<file path="config.mk">
export PLATFORM = sky130hd
export DESIGN_NAME = top_k_index_select_top
export DESIGN_NICKNAME = d
export VERILOG_FILES = /design/src/sv/tks_pkg.sv /design/src/sv/tks_ram.sv /design/src/sv/top_k_index_select_top.sv
export VERILOG_INCLUDE_DIRS = /design/src /design/src/sv
export SDC_FILE = /design/constraint.sdc
export NUM_CORES = 2
export LEC_CHECK = 0
export ABC_AREA = 1
export BUFFER_PORTS_ARGS = -buffer_cell sky130_fd_sc_hd__buf_2
export CAP_MARGIN = 20
export CORE_MARGIN = 4
export CORE_UTILIZATION = 45
export CTS_BUF_LIST = sky130_fd_sc_hd__clkbuf_8
export DETAILED_ROUTE_END_ITERATION = 6
export SYNTH_ARGS = -nofsm -noshare
export SYNTH_HDL_FRONTEND = slang
export SYNTH_SLANG_ARGS = --single-unit
</file>
<file path="constraint.sdc">
create_clock -name clk -period 13.25 [get_ports clk]
set_input_delay 0 -clock clk [delete_from_list [all_inputs] [get_ports clk]]
set_output_delay 0 -clock clk [all_outputs]
set_load 0.005 [all_outputs]
</file>
<file path="src/sv/assert_macros.svh">
// assertion helpers, clocked on clk and disabled while rst is high
`ifndef ASSERT_MACROS_SVH
`define ASSERT_MACROS_SVH

// same-cycle implication
`define ASSERT_NOW(label, ante, cons, msg) \
  label: assert property (@(posedge clk) disable iff (rst) (ante) |-> (cons)) \
    else $error(msg);

// next-cycle implication
`define ASSERT_NEXT(label, ante, cons, msg) \
  label: assert property (@(posedge clk) disable iff (rst) (ante) |=> (cons)) \
    else $error(msg);

`endif

</file>
<file path="src/sv/tks_pkg.sv">
package tks_pkg;

  localparam int SCORE_W      = 32;
  localparam int POS_W        = 6;
  localparam int CFG_W        = 7;
  localparam int RESULT_LIMIT = 64;

  typedef struct packed {
    logic signed [SCORE_W-1:0] score;
    logic                      is_last;
  } in_beat_t;

  typedef struct packed {
    logic [POS_W-1:0] position;
    logic             last_result;
  } out_beat_t;

endpackage

</file>
<file path="src/sv/tks_ram.sv">
module tks_ram #(
  parameter int WIDTH = 32,
  parameter int DEPTH = 64
) (
  input  logic                     clk,
  input  logic                     we,
  input  logic [$clog2(DEPTH)-1:0] waddr,
  input  logic [WIDTH-1:0]         wdata,
  input  logic [$clog2(DEPTH)-1:0] raddr,
  output logic [WIDTH-1:0]         rdata
);

  logic [WIDTH-1:0] mem [DEPTH];

  always_ff @(posedge clk) begin
    if (we) begin
      mem[waddr] <= wdata;
    end
    rdata <= mem[raddr];
  end

endmodule

</file>
<file path="src/sv/top_k_index_select_top.sv">
// Top-k index selection. Scores load one per cycle while in_ready is high; the
// beat flagged is_last closes the vector (up to MAX_ITEMS scores are kept,
// later ones are dropped). The block then drops in_ready and emits the
// positions of the top_count largest scores (at most 64), largest first,
// ties to the lowest position, with last_result on the final beat. Each
// result comes from one full scan of the score RAM through its single read
// port, one entry per cycle, and the next scan waits until the result is
// taken through out_ready. Once every loaded entry has been emitted, further
// results give position 0. top_count of zero closes the vector with no
// result. No clearing pass is needed after reset.
`include "assert_macros.svh"

module top_k_index_select_top #(
  parameter int MAX_ITEMS = 64
) (
  input  logic                         clk,
  input  logic                         rst,
  input  logic                         in_valid,
  output logic                         in_ready,
  input  tks_pkg::in_beat_t            in_data,
  output logic                         out_valid,
  input  logic                         out_ready,
  output tks_pkg::out_beat_t           out_data,
  input  logic                         cfg_we,
  input  logic [tks_pkg::CFG_W-1:0]    cfg_data
);

  import tks_pkg::*;

  localparam int IDX_W  = $clog2(MAX_ITEMS);
  localparam int LOAD_W = $clog2(MAX_ITEMS + 1);

  typedef enum logic [2:0] {
    ST_LOAD = 3'b001,
    ST_SCAN = 3'b010,
    ST_EMIT = 3'b100
  } state_t;

  state_t state;

  logic [CFG_W-1:0]  top_count;
  logic [LOAD_W-1:0] loaded;
  logic [LOAD_W-1:0] scan_addr;
  logic [CFG_W-1:0]  res_count;
  logic [CFG_W-1:0]  res_total;

  logic                      rd_v;
  logic [IDX_W-1:0]          rd_idx;
  logic [SCORE_W-1:0]        rdata;
  logic                      found;
  logic signed [SCORE_W-1:0] best_key;
  logic [IDX_W-1:0]          best_idx;
  logic                      has_prev;
  logic signed [SCORE_W-1:0] prev_key;
  logic [IDX_W-1:0]          prev_idx;

  logic in_fire, out_fire, wr_en, issue, eligible, better, scan_done;
  logic signed [SCORE_W-1:0] rd_key;

  assign in_ready  = (state == ST_LOAD);
  assign in_fire   = in_valid && in_ready;
  assign out_fire  = out_valid && out_ready;
  assign wr_en     = in_fire && (loaded < LOAD_W'(MAX_ITEMS));
  assign issue     = (state == ST_SCAN) && (scan_addr < loaded);
  assign scan_done = (state == ST_SCAN) && (scan_addr == loaded) && !rd_v;
  assign res_total = (top_count > CFG_W'(RESULT_LIMIT)) ? CFG_W'(RESULT_LIMIT) : top_count;

  // next pick ranks strictly below the previous one in (score desc, index asc)
  assign rd_key   = $signed(rdata);
  assign eligible = !has_prev || (rd_key < prev_key) ||
                    ((rd_key == prev_key) && (rd_idx > prev_idx));
  assign better   = rd_v && eligible && (!found || (rd_key > best_key));

  tks_ram #(
    .WIDTH(SCORE_W),
    .DEPTH(MAX_ITEMS)
  ) u_store (
    .clk  (clk),
    .we   (wr_en),
    .waddr(loaded[IDX_W-1:0]),
    .wdata(in_data.score),
    .raddr(scan_addr[IDX_W-1:0]),
    .rdata(rdata)
  );

  always_ff @(posedge clk) begin
    if (rst) begin
      state     <= ST_LOAD;
      top_count <= CFG_W'(1);
      loaded    <= '0;
      scan_addr <= '0;
      res_count <= '0;
      rd_v      <= 1'b0;
      found     <= 1'b0;
      has_prev  <= 1'b0;
      out_valid <= 1'b0;
    end else begin
      if (cfg_we) begin
        top_count <= cfg_data;
      end
      rd_v   <= issue;
      rd_idx <= scan_addr[IDX_W-1:0];
      if (better) begin
        found    <= 1'b1;
        best_key <= rd_key;
        best_idx <= rd_idx;
      end
      case (state)
        ST_LOAD: begin
          if (in_fire) begin
            if (wr_en) begin
              loaded <= loaded + LOAD_W'(1);
            end
            if (in_data.is_last) begin
              if (res_total == '0) begin
                loaded <= '0;
              end else begin
                state     <= ST_SCAN;
                scan_addr <= '0;
                found     <= 1'b0;
                has_prev  <= 1'b0;
                res_count <= '0;
              end
            end
          end
        end
        ST_SCAN: begin
          if (issue) begin
            scan_addr <= scan_addr + LOAD_W'(1);
          end
          if (scan_done) begin
            out_data.position    <= found ? POS_W'(best_idx) : '0;
            out_data.last_result <= (res_count + CFG_W'(1)) == res_total;
            out_valid            <= 1'b1;
            state                <= ST_EMIT;
            if (found) begin
              has_prev <= 1'b1;
              prev_key <= best_key;
              prev_idx <= best_idx;
            end
          end
        end
        ST_EMIT: begin
          if (out_fire) begin
            out_valid <= 1'b0;
            res_count <= res_count + CFG_W'(1);
            if (out_data.last_result) begin
              loaded <= '0;
              state  <= ST_LOAD;
            end else begin
              scan_addr <= '0;
              found     <= 1'b0;
              state     <= ST_SCAN;
            end
          end
        end
        default: begin
          state <= ST_LOAD;
        end
      endcase
    end
  end

  `ASSERT_NOW(a_ready_vs_result, in_ready, !out_valid, "input taken while a result is pending")
  `ASSERT_NOW(a_load_bound, 1'b1, loaded <= LOAD_W'(MAX_ITEMS), "fill count past store depth")
  `ASSERT_NOW(a_scan_bound, state == ST_SCAN, scan_addr <= loaded, "scan ran past loaded entries")
  `ASSERT_NEXT(a_reopen, out_fire && out_data.last_result, in_ready && loaded == '0,
               "vector not reopened after final result")

endmodule
</file>
==> metrics.csv <==
metric,value,unit
mostFrequentLayoutCell,edfxtp_1,
ys_ff_latch,2204,
setup_violations,0,
cts_tree,done,
rsz0062_at_grt,no,
synth_mux_area_share,0,%
postRouteAntennaNets,0,
required,14.21,ns
synth.yosys.seq_area_share,75.5,%
cts_setup_buffers,0,
layout_setup_ws,7.87,ns
cp-end-kind,register,
crit_fanout,221,
drive_above_1_share,10.2,%
final_nets,6820,
synthArstFlopShare,0,%
dp_hpwl,127000,um
netlist_instances,6489,
cts.sinks,2204,
gp_congestion,0.853,
clkPwrFrac,29.9,%
cts_max_level,5,
synth-xor-area-share,0.151,%
fin_skew,0.0595,ns
power_frac_comb,25.6,%
grt_max_degree,240,
io_buffers,53,
rr_startpoint,scan_addr[0],
power_density,185,nW/um^2
synth_top_family_by_area,compound AO/OA/AOI/OAI gates,
syn_avg_cell_area,13.4,sq um
die_h,447,um
initial_core_util,45.4,%
syn-num-nets,6614,
pwr-share-seq,44.5,%
tightest_slew,1.46,ns
fin_crit_sh,40.6,%
dp_slack,8.07,ns
p_switching,6.16,mW
maxSlewHeadroom,2.65,%
finalPower,18.0,mW
grt_pass1_wl,375000,um
clk_pin_slew,0.06,ns
hold_class,in -> reg,
coreArea,191000,sq um
internal_power,11.8,mW
dieArea,200000,sq um
ff2ff_setup_slack,7.87,ns
switching_share,34.3,%
synthSimpleGateAreaFrac,8.62,%
drc,0,
insertion_delay,1.05,ns
synth.distinct_cells,40,
cts_buffers,364,
cts.path.max_buffers,4,
max_freq,186,MHz
crit_path_start_kind,register,
hold_ws,0.187,ns
fin_tns_setup,0,ns
synth_compound_area_share,11.6,%
grt_usage,25.7,%
area_growth,11.8,%
power.leakage,32.0,nW
firstDrtPassIters,5,
startpoint,scan_addr[0],
rows,160,
via_count,56700,
critPathArrivalTime,6.35,ns
antenna_found_initial,18,
finalMaxSlewViolations,0,
grt_pass1_vias,54400,
yosys_warnings,0,
fp.dieW,447,um
min_period,5.38,ns
root_buffer,clkbuf_8,
synth_edf_count,2137,
fillers,16300,
status,finished clean,
hp-start,in_data[11],
critPathKind,reg -> reg,
ys.flop_type,edfxtp_1,
vias_per_cell,5.98,
ir_worst_vdd,0.157,mV
final_cell_mix,"edfxtp_1 (2137), nor2_1 (1092), o21ai_0 (1029), nand2_1 (400), clkbuf_8 (379)",
finalHoldViolations,0,
wl_per_cell,27.6,um
synth-adder-area-share,1.15,%
grt_overflow,0,
io_pins,54,
syn_area,86700,sq um
drtIter0Drc,8047,
drv_cap,0,
wl,261000,um
-- sequential cells by signal (all words and copies together) (netlist names) --
name and count:
best_key 32, out_data 7, out_valid 1, best_idx 6, prev_key 32, prev_idx 6
rd_v 1, state 3, top_count 7, u_store.rdata 32, scan_addr 7, found 1
has_prev 1, u_store.mem 2048, res_count 7, rd_idx 6, loaded 7
-- worst paths after layout --
check	endpoint	depth (start not counted)
worst max-delay path	u_store.rdata[26]	10
worst min-delay path	u_store.mem[44][10]	3
worst max register to register	u_store.rdata[26]	10
worst min register to register	prev_key[23]	0
-- layout make-up --
cell class              count  area [sq um]  share of cell area, %
clock buffers             379          5220                   5.38
multi-input cells        3710         19200                   19.8
repair buffers            271          2170                   2.24
flip-flops and latches   2204         65500                   67.6
well taps                2511          3140                   3.24
inverters                 144           579                  0.598
clock inverters           245          1110                   1.14
diodes                     10          25.0                 0.0258
-- metrics by stage --
stage	std cells	area, sq um	utilization (%)
6_report	9474	96900	50.8
5_1_grt	9465	96900	50.7
3_5_place_dp	8768	89900	47.1
4_1_cts	9464	96900	50.7
2_1_floorplan	6489	86700	-
3_3_place_gp	8768	89900	47.1
-- layer usage --
metal	routed length (um)	up-vias	track usage, %
met5	0	-	0
met4	9370	0	9.71
met3	26000	560	4.71
met2	120000	2936	40.4
met1	106000	28400	36.0
li1	-	24700	-
-- power groups by stage --
stage	clock network, mW	registers (mW)	logic [mW]
2_1_floorplan	0	7.98	3.20
3_3_place_gp	0	8.13	4.44
3_5_place_dp	0	8.13	4.52
4_1_cts	5.43	7.98	4.56
5_1_grt	5.77	7.99	5.08
6_report	5.37	7.99	4.59
-- kinds of logic after synthesis --
group,after synthesis
flip-flops,2204
XOR/XNOR,15
AO/OA/AOI/OAI,1749
buffers and inverters,575
AND/OR/NAND/NOR,1866
adder cells (fa/ha/maj),80
-- synthesized netlist by cell type (4+ instances only) --
library cell     n  area share (%)
inv_2            4           0.017
a21oi_1        113            0.65
nand2_1        400             1.7
buf_6           12            0.16
a21oi_2          4           0.040
ha_1            80             1.2
nor3_1           4           0.023
o21ai_0       1029             5.9
buf_4           45            0.39
o22ai_1        319             2.3
inv_1          138            0.60
o21ai_1         17           0.098
o21a_1           5           0.043
nand4_1         43            0.31
buf_1           14           0.061
nor2_1        1159             5.0
buf_2          104            0.60
o221ai_1       183             1.8
clkbuf_1       255             1.1
o211ai_1        74            0.64
xor2_1          13            0.13
nand3_1        247             1.4
dfxtp_1         67             1.5
edfxtp_1      2137              74
-- worst max-delay path: stages (launching register included) --
cell      delay, ns
dfxtp_4        0.59
buf_4          0.80
buf_4          0.88
buf_4          0.88
buf_12         0.71
o21ai_0        0.23
o221ai_1       0.22
nand3_1        0.10
nand3_1        0.11
nand3_1        0.30
nand2_1        0.16
-- timing repair --
action	in CTS	in global routing
hold buffers	72	0
setup endpoints to repair	0	0
endpoints found under the hold margin	2134	0
resized for setup	0	0
Power figures use the tool's default switching activity.
